[src/sv/bed_pkg.sv]
`default_nettype none

package bed_pkg;

    // Configuration port
    localparam int CFG_IDX_W  = 2;
    localparam int CFG_DATA_W = 13;

    localparam logic [CFG_IDX_W-1:0] REG_IMAGE_WIDTH     = 2'd0;
    localparam logic [CFG_IDX_W-1:0] REG_IMAGE_HEIGHT    = 2'd1;
    localparam logic [CFG_IDX_W-1:0] REG_BLACK_THRESHOLD = 2'd2;

    localparam logic [10:0] RST_IMAGE_WIDTH     = 11'd640;
    localparam logic [12:0] RST_IMAGE_HEIGHT    = 13'd480;
    localparam logic [7:0]  RST_BLACK_THRESHOLD = 8'd128;

    // Output pixel codes
    localparam logic [7:0] PIX_EDGE = 8'd0;
    localparam logic [7:0] PIX_FLAT = 8'd255;

    // Entries of the queue between front and back
    localparam int Q_DEPTH = 4;

    typedef struct packed {
        logic [7:0] red_in;
        logic [7:0] green_in;
        logic [7:0] blue_in;
    } t_pix_in;

    typedef struct packed {
        logic [7:0] edge_pixel;
        logic       frame_end;
    } t_res_out;

    // Per-pixel classification handed from the front to the back.
    typedef struct packed {
        logic pix_bit;
        logic top_row;
        logic left_col;
        logic frame_end;
    } t_cls_flags;

    localparam int CLS_FLAGS_W = $bits(t_cls_flags);

endpackage

`default_nettype wire

[src/sv/bed_front.sv]
`default_nettype none

module bed_front import bed_pkg::*; #(
    parameter int MAX_WIDTH  = 1024,
    parameter int MAX_HEIGHT = 4096
) (
    input  wire logic                         i_clk,
    input  wire logic                         i_rst_n,
    input  wire logic                         i_cfg_we,
    input  wire logic [CFG_IDX_W-1:0]         i_cfg_idx,
    input  wire logic [CFG_DATA_W-1:0]        i_cfg_data,
    input  wire logic                         i_pix_valid,
    input  wire t_pix_in                      i_pix,
    output logic                              o_pix_stall,
    input  wire logic                         i_q_full,
    output logic                              o_q_push,
    output t_cls_flags                        o_q_flags,
    output logic [$clog2(MAX_WIDTH)-1:0]      o_q_col
);

    localparam int CW  = $clog2(MAX_WIDTH);
    localparam int RW  = $clog2(MAX_HEIGHT);
    localparam int WCW = (CW + 1 > 11) ? CW + 1 : 11;
    localparam int HCW = (RW + 1 > 13) ? RW + 1 : 13;

    logic [10:0]   r_width;
    logic [12:0]   r_height;
    logic [7:0]    r_thr;
    logic [CW-1:0] r_col;
    logic [RW-1:0] r_row;
    logic [CW-1:0] n_col;
    logic [RW-1:0] n_row;

    logic [9:0]     sum;
    logic [9:0]     thr3;
    logic [WCW-1:0] w_cfg;
    logic [WCW-1:0] w_eff;
    logic [HCW-1:0] h_cfg;
    logic [HCW-1:0] h_eff;
    logic           last_col;
    logic           last_row;
    logic           accept;

    always_ff @(posedge i_clk) begin
        if (!i_rst_n) begin
            r_width  <= RST_IMAGE_WIDTH;
            r_height <= RST_IMAGE_HEIGHT;
            r_thr    <= RST_BLACK_THRESHOLD;
        end else if (i_cfg_we) begin
            unique case (i_cfg_idx)
                REG_IMAGE_WIDTH:     r_width  <= i_cfg_data[10:0];
                REG_IMAGE_HEIGHT:    r_height <= i_cfg_data[12:0];
                REG_BLACK_THRESHOLD: r_thr    <= i_cfg_data[7:0];
                default: ;
            endcase
        end
    end

    always_comb begin
        // The mean (r+g+b)/3 is at most thr exactly when r+g+b <= 3*thr+2.
        sum  = 10'(i_pix.red_in) + 10'(i_pix.green_in) + 10'(i_pix.blue_in);
        thr3 = 10'({r_thr, 1'b0}) + 10'(r_thr) + 10'd2;

        w_cfg = WCW'(r_width);
        if (w_cfg < WCW'(2)) begin
            w_eff = WCW'(2);
        end else if (w_cfg > WCW'(MAX_WIDTH)) begin
            w_eff = WCW'(MAX_WIDTH);
        end else begin
            w_eff = w_cfg;
        end

        h_cfg = HCW'(r_height);
        if (h_cfg < HCW'(2)) begin
            h_eff = HCW'(2);
        end else if (h_cfg > HCW'(MAX_HEIGHT)) begin
            h_eff = HCW'(MAX_HEIGHT);
        end else begin
            h_eff = h_cfg;
        end

        last_col = (WCW'(r_col) + WCW'(1)) >= w_eff;
        last_row = (HCW'(r_row) + HCW'(1)) >= h_eff;

        if (last_col) begin
            n_col = '0;
            n_row = last_row ? '0 : r_row + RW'(1);
        end else begin
            n_col = r_col + CW'(1);
            n_row = r_row;
        end
    end

    assign o_pix_stall = i_q_full;
    assign accept      = i_pix_valid && !i_q_full;

    assign o_q_push            = accept;
    assign o_q_col             = r_col;
    assign o_q_flags.pix_bit   = sum > thr3;
    assign o_q_flags.top_row   = r_row == '0;
    assign o_q_flags.left_col  = r_col == '0;
    assign o_q_flags.frame_end = last_col && last_row;

    always_ff @(posedge i_clk) begin
        if (!i_rst_n) begin
            r_col <= '0;
            r_row <= '0;
        end else if (accept) begin
            r_col <= n_col;
            r_row <= n_row;
        end
    end

endmodule

`default_nettype wire

[src/sv/bed_queue.sv]
`default_nettype none

module bed_queue import bed_pkg::*; #(
    parameter int DW = 8
) (
    input  wire logic          i_clk,
    input  wire logic          i_rst_n,
    input  wire logic          i_push,
    input  wire logic [DW-1:0] i_wdata,
    input  wire logic          i_pop,
    output logic               o_full,
    output logic               o_valid,
    output logic [DW-1:0]      o_rdata
);

    localparam int PW = $clog2(Q_DEPTH);

    logic [DW-1:0] r_mem [Q_DEPTH];
    logic [PW-1:0] r_wptr;
    logic [PW-1:0] r_rptr;
    logic [PW:0]   r_count;
    logic          do_push;
    logic          do_pop;

    assign o_full  = r_count == (PW+1)'(Q_DEPTH);
    assign o_valid = r_count != '0;
    assign o_rdata = r_mem[r_rptr];

    assign do_push = i_push && !o_full;
    assign do_pop  = i_pop && o_valid;

    always_ff @(posedge i_clk) begin
        if (do_push) begin
            r_mem[r_wptr] <= i_wdata;
        end
    end

    always_ff @(posedge i_clk) begin
        if (!i_rst_n) begin
            r_wptr  <= '0;
            r_rptr  <= '0;
            r_count <= '0;
        end else begin
            if (do_push) begin
                r_wptr <= r_wptr + PW'(1);
            end
            if (do_pop) begin
                r_rptr <= r_rptr + PW'(1);
            end
            if (do_push && !do_pop) begin
                r_count <= r_count + (PW+1)'(1);
            end else if (do_pop && !do_push) begin
                r_count <= r_count - (PW+1)'(1);
            end
        end
    end

endmodule

`default_nettype wire

[src/sv/bed_back.sv]
`default_nettype none

module bed_back import bed_pkg::*; #(
    parameter int MAX_WIDTH = 1024
) (
    input  wire logic                         i_clk,
    input  wire logic                         i_rst_n,
    input  wire logic                         i_q_valid,
    input  wire t_cls_flags                   i_q_flags,
    input  wire logic [$clog2(MAX_WIDTH)-1:0] i_q_col,
    output logic                              o_q_pop,
    output logic                              o_res_valid,
    output t_res_out                          o_res,
    input  wire logic                         i_res_stall
);

    localparam int CW = $clog2(MAX_WIDTH);

    // Line store: one bit per column of the previous row.
    logic          r_line [MAX_WIDTH];
    logic          r_above;
    // Columns below this count have been written since reset.
    logic [CW:0]   r_fill;
    logic          r_left;

    logic          r_s1_vld;
    logic          r_s1_bit;
    logic          r_s1_top;
    logic          r_s1_fe;
    logic          r_s1_ledge;
    logic          r_s1_avld;

    logic          r_o_vld;
    t_res_out      r_res;
    t_res_out      n_res;

    logic          s2_take;
    logic          s1_ready;
    logic          pop;
    logic [CW:0]   col_p1;
    logic          above;

    assign s2_take  = !r_o_vld || !i_res_stall;
    assign s1_ready = !r_s1_vld || s2_take;
    assign pop      = i_q_valid && s1_ready;
    assign o_q_pop  = pop;
    assign col_p1   = (CW+1)'(i_q_col) + (CW+1)'(1);

    always_ff @(posedge i_clk) begin
        if (pop) begin
            r_above           <= r_line[i_q_col];
            r_line[i_q_col]   <= i_q_flags.pix_bit;
        end
    end

    always_ff @(posedge i_clk) begin
        if (!i_rst_n) begin
            r_fill <= '0;
            r_left <= 1'b0;
        end else if (pop) begin
            if (col_p1 > r_fill) begin
                r_fill <= col_p1;
            end
            r_left <= i_q_flags.pix_bit;
        end
    end

    always_ff @(posedge i_clk) begin
        if (!i_rst_n) begin
            r_s1_vld <= 1'b0;
        end else if (s1_ready) begin
            r_s1_vld <= i_q_valid;
        end
    end

    always_ff @(posedge i_clk) begin
        if (pop) begin
            r_s1_bit   <= i_q_flags.pix_bit;
            r_s1_top   <= i_q_flags.top_row;
            r_s1_fe    <= i_q_flags.frame_end;
            r_s1_ledge <= !i_q_flags.left_col && (r_left != i_q_flags.pix_bit);
            r_s1_avld  <= (CW+1)'(i_q_col) < r_fill;
        end
    end

    always_comb begin
        // A column never written since reset reads as zero.
        above           = r_s1_avld && r_above;
        n_res.frame_end = r_s1_fe;
        if (r_s1_ledge || (!r_s1_top && (above != r_s1_bit))) begin
            n_res.edge_pixel = PIX_EDGE;
        end else begin
            n_res.edge_pixel = PIX_FLAT;
        end
    end

    always_ff @(posedge i_clk) begin
        if (!i_rst_n) begin
            r_o_vld <= 1'b0;
        end else if (s2_take) begin
            r_o_vld <= r_s1_vld;
        end
    end

    always_ff @(posedge i_clk) begin
        if (s2_take && r_s1_vld) begin
            r_res <= n_res;
        end
    end

    assign o_res_valid = r_o_vld;
    assign o_res       = r_res;

endmodule

`default_nettype wire

[src/sv/binary_edge_detector_unit.sv]
// Binary threshold edge detector for an RGB pixel stream in raster order.
// Input channel: i_pix_valid with the word i_pix (red, green, blue); the block
// pushes back with o_pix_stall. Output channel: o_res_valid with the word o_res
// (edge_pixel is 0 on an edge and 255 elsewhere, frame_end marks the last pixel
// of a frame); the receiver pushes back with i_res_stall.
// The configuration port writes image_width, image_height and black_threshold
// by index; the user must do so only while no pixel is in flight (no guard in the block).
// Throughput is one pixel per clock while i_res_stall is low. The front
// thresholds the pixel and tracks row and column in the accepting cycle; the
// back reads and rewrites the one-bit line store through a single port once per
// pixel, with the read data registered; results pass queue, s1 and output reg.
// A four-word queue between front and back absorbs output stalls; o_pix_stall
// rises only once it is full, and pending results stay in order.
// Synchronous reset sets the sizes to 640x480, the threshold to 128 and the
// counters to zero. The line store is not swept: a fill count makes columns not
// yet written read as zero, so pixels are accepted right after reset.
`default_nettype none

module binary_edge_detector_unit import bed_pkg::*; #(
    parameter int MAX_WIDTH  = 1024,
    parameter int MAX_HEIGHT = 4096
) (
    input  wire logic                  i_clk,
    input  wire logic                  i_rst_n,
    input  wire logic                  i_cfg_we,
    input  wire logic [CFG_IDX_W-1:0]  i_cfg_idx,
    input  wire logic [CFG_DATA_W-1:0] i_cfg_data,
    input  wire logic                  i_pix_valid,
    input  wire t_pix_in               i_pix,
    output logic                       o_pix_stall,
    output logic                       o_res_valid,
    output t_res_out                   o_res,
    input  wire logic                  i_res_stall
);

    localparam int CW = $clog2(MAX_WIDTH);
    localparam int DW = CLS_FLAGS_W + CW;

    logic          q_full;
    logic          q_push;
    t_cls_flags    q_wflags;
    logic [CW-1:0] q_wcol;
    logic [DW-1:0] q_rdata;
    logic          q_valid;
    logic          q_pop;
    t_cls_flags    q_rflags;
    logic [CW-1:0] q_rcol;

    bed_front #(
        .MAX_WIDTH  (MAX_WIDTH),
        .MAX_HEIGHT (MAX_HEIGHT)
    ) u_front (
        .i_clk       (i_clk),
        .i_rst_n     (i_rst_n),
        .i_cfg_we    (i_cfg_we),
        .i_cfg_idx   (i_cfg_idx),
        .i_cfg_data  (i_cfg_data),
        .i_pix_valid (i_pix_valid),
        .i_pix       (i_pix),
        .o_pix_stall (o_pix_stall),
        .i_q_full    (q_full),
        .o_q_push    (q_push),
        .o_q_flags   (q_wflags),
        .o_q_col     (q_wcol)
    );

    bed_queue #(
        .DW (DW)
    ) u_queue (
        .i_clk   (i_clk),
        .i_rst_n (i_rst_n),
        .i_push  (q_push),
        .i_wdata ({q_wflags, q_wcol}),
        .i_pop   (q_pop),
        .o_full  (q_full),
        .o_valid (q_valid),
        .o_rdata (q_rdata)
    );

    assign q_rflags = t_cls_flags'(q_rdata[DW-1 -: CLS_FLAGS_W]);
    assign q_rcol   = q_rdata[CW-1:0];

    bed_back #(
        .MAX_WIDTH (MAX_WIDTH)
    ) u_back (
        .i_clk       (i_clk),
        .i_rst_n     (i_rst_n),
        .i_q_valid   (q_valid),
        .i_q_flags   (q_rflags),
        .i_q_col     (q_rcol),
        .o_q_pop     (q_pop),
        .o_res_valid (o_res_valid),
        .o_res       (o_res),
        .i_res_stall (i_res_stall)
    );

endmodule

`default_nettype wire

[config.mk]
export PLATFORM = sky130hd
export DESIGN_NAME = binary_edge_detector_unit
export DESIGN_NICKNAME = d
export VERILOG_FILES = /design/src/sv/bed_pkg.sv /design/src/sv/bed_front.sv /design/src/sv/bed_queue.sv /design/src/sv/bed_back.sv /design/src/sv/binary_edge_detector_unit.sv
export SDC_FILE = /design/constraint.sdc
export NUM_CORES = 2
export LEC_CHECK = 0
export BUFFER_PORTS_ARGS = -buffer_cell sky130_fd_sc_hd__buf_4
export CAP_MARGIN = 0
export CORE_MARGIN = 4
export CORE_UTILIZATION = 46
export CTS_CLUSTER_DIAMETER = 30
export DETAILED_ROUTE_END_ITERATION = 12
export SLEW_MARGIN = 15
export SYNTH_ARGS = -nofsm -noshare
export SYNTH_HDL_FRONTEND = slang
export SYNTH_SLANG_ARGS = --single-unit
[constraint.sdc]
create_clock -name i_clk -period 12.7 [get_ports i_clk]
set_clock_uncertainty 0.15 [all_clocks]
set_input_delay 3.175 -clock i_clk [delete_from_list [all_inputs] [get_ports i_clk]]
set_output_delay 3.175 -clock i_clk [all_outputs]
set_load 0.02 [all_outputs]
==> out/metrics.cfg <==
[synth]
synth_cell_types=72
synth_area_mm2=0.0525
synth_nets=4422
ys_ff_latch=1165
ys_warn_count=0
synth_most_common_cell=edfxtp_1
synthTopCellsByArea=edfxtp_1 62%, nor2_1 7.8%, mux4_2 6.5%
synth_top_area_frac=0.623
ys_async_sr_fraction=0
synth_common_cells=1088 x edfxtp_1, 1084 x nor2_1, 579 x nand2_1, 216 x clkbuf_1, 151 x mux4_2
yosys.area.top_type=edfxtp_1
syn_avg_cell_area_um2=12.3
synth_edf_count=1088
ys_seq_area_frac=0.652
synthFlopType=edfxtp_1
syn_inst=4275

[setup_path]
path_max_fanout=4
worstPathRequired_ns=13.13
reg2regPathDepth=13
cp_slowest_cell=fa_1
end_kind=flop
critPathMaxStageDelay_ns=0.54
start_kind=input port
cp_cell_sequence=buf_4 -> ha_1 -> inv_1 -> fa_1 -> inv_1 -> ha_1 -> a21o_1 -> a21oi_1 -> o21ai_0 -> a21oi_1 -> o21bai_1 -> a21oi_1 -> nor2b_1 -> o21a_1 -> ha_1 -> nand4_1 -> nor2_1 -> o21ai_0 -> nand2_1 -> nor3_1 -> a31oi_1
critPathKind=input port to flop
cp.arrival_ns=6.66

[placement]
dpl.hpwl_mm=77.9
gp_congestion=0.797
dpl_worst_slack_ns=5.65
io_buffers=54

[clocking]
htree_levels=4
clk_path_buf_depth=3
clock_latency_ns=0.79
cts_setup_buffers=0
clock_sink_count=1165
cts_resized=0
path_clk_slew_ns=0.05
cts_hold_buf=0
cts_root_buffer=clkbuf_16
cts_tree=built
numCtsBuffers=236

[floorplan]
fp.coreArea_mm2=0.113
std_cell_rows=123
start_util=0.465
die-area_mm2=0.120
die_h_um=346
num_io_pins=55
die_w_um=346

[job]
maxCapViolations=0

[timing]
fmax_ghz=0.160
timing.final.crit_period_ns=6.23
setup_ws_ns=6.47
tightest_slew_ns=1.28
grt_setup_unrepaired=false
hold_ws_ns=0.278
finalMaxSlewViolations=0
setup_viol=0
relSlewSlack=0.148
hold_viol_final=0
period_share=0.491
fin_tns_setup_ns=0

[cells_and_area]
final_net_count=4434
syn2layout_area_growth_pct=18.9
num-fill-cells=9237
drive_above_1_share=0.167

[route]
wl_mm=149
drt-vias-per-instance=5.89
drc=0
ant_nets=0
vias=35294
dr.pass1.iters=5
post_drt_wl_per_cell_um=24.8
drt_iter0_drc=4201

[power]
ir_worst_vdd_mv=0.178
power.density_mw_per_mm2=248
leakage_uw=0.0208

[grt]
antenna_found_initial=2
grt_use_total=0.244
grt_pass1_vias=34556
grt_max_degree=257
grt_first_pass_wirelength_mm=220
globalRoute.totalOverflow=0

[run_status]
status=complete, no violations

[hold_path]
hold_depth=0
hold_class=flop to flop

cell type report:
type | instances | area [um2] | share of cell area
clock inverters | 171 | 2190 | 0.0351
diodes | 1 | 2.50 | 0.0000401
multi-input cells | 2689 | 16600 | 0.266
inverters | 55 | 216 | 0.00347
well taps | 1500 | 1880 | 0.0301
clock buffers | 274 | 6180 | 0.0991
repair buffers | 140 | 1100 | 0.0177
flip-flops and latches | 1165 | 34200 | 0.549
cell usage in the layout, fill, tap and decap left out, drive strengths merged, types with 11 or more instances in the layout:
cell type / count
nor3: 15
a311oi: 46
a22o: 20
clkbuf: 274
a221oi: 11
a211oi: 30
buf: 140
mux4: 155
xnor2: 30
and2: 13
xor2: 21
ha: 99
a22oi: 38
clkinvlp: 22
nor2b: 16
o21a: 19
and3: 86
a21oi: 63
bufinv: 44
inv: 68
mux2i: 40
dfxtp: 77
clkinv: 92
a21o: 13
nand2: 579
nor2: 1084
nand4: 16
edfxtp: 1088
nand3: 104
a31oi: 58
nor4: 15
o21ai: 30
cells by family (layout without fill, tap and decap cells):
family / Yosys count / in the layout / share of synthesized area
buf+inv: 421 / 640 / 0.0351
compound gates: 373 / 373 / 0.0505
fa+ha+maj: 103 / 103 / 0.0251
other cells: 0 / 1 / 0
flops: 1165 / 1165 / 0.652
mux: 201 / 201 / 0.0762
xor+xnor: 51 / 51 / 0.00851
simple gates: 1961 / 1961 / 0.152
layer usage:
metal	share of wire	GRT usage	routed length (um)	up-vias
met5	0	0	0	-
met4	0.036	0.0938	5280	0
met3	0.086	0.0442	12700	328
met2	0.48	0.396	70900	1656
met1	0.40	0.329	59700	17873
li1	-	-	-	15437
critical path, delay by kind of cell:
family	cells	cell delay, ns
compound gates	9	1.59
fa+ha+maj	4	1.25
simple gates	5	0.44
buf+inv	3	0.20
power breakdown:
| group | internal (uW) | total (uW) | switching, uW |
|---|---|---|---|
| clock | 4360 | 6420 | 2060 |
| sequential | 4980 | 5020 | 35.5 |
| combinational | 1180 | 4030 | 2850 |
| total | 10500 | 15500 | 4940 |
worst paths after layout:
kind / from / endpoint / slack, ns
max: i_pix[8] / u_queue.r_mem[0][13] / 6.47
min reg2reg: u_back.r_s1_fe / u_back.o_res[0] / 0.28
min: u_back.r_s1_fe / u_back.o_res[0] / 0.28
max reg2reg: flop / u_back.r_above / 6.72
stage by stage:
stage | cells | util | power [uW] | instance area, um2
4_1_cts | 5994 | 0.553 | 15500 | 62300
6_report | 5995 | 0.553 | 15500 | 62400
3_3_place_gp | 5549 | 0.478 | 9060 | 54000
3_5_place_dp | 5549 | 0.478 | 9070 | 54000
2_1_floorplan | 4275 | - | 8050 | 52500
5_1_grt | 5994 | 0.553 | 16000 | 62400
state kept, by name, summed over array words and instances, names as in the netlist, 2 cells and up, named ones only:
name and cells:
u_front.h_cfg 13, u_front.o_q_col 10, u_back.o_res 2, u_front.r_width 11, u_queue.r_count 3, u_queue.r_wptr 2, u_queue.r_rptr 2, u_back.r_line 1024
u_queue.r_mem 56, u_front.r_thr 8, u_back.r_fill 11, u_front.r_row 12
Power figures use the tool's default switching activity.
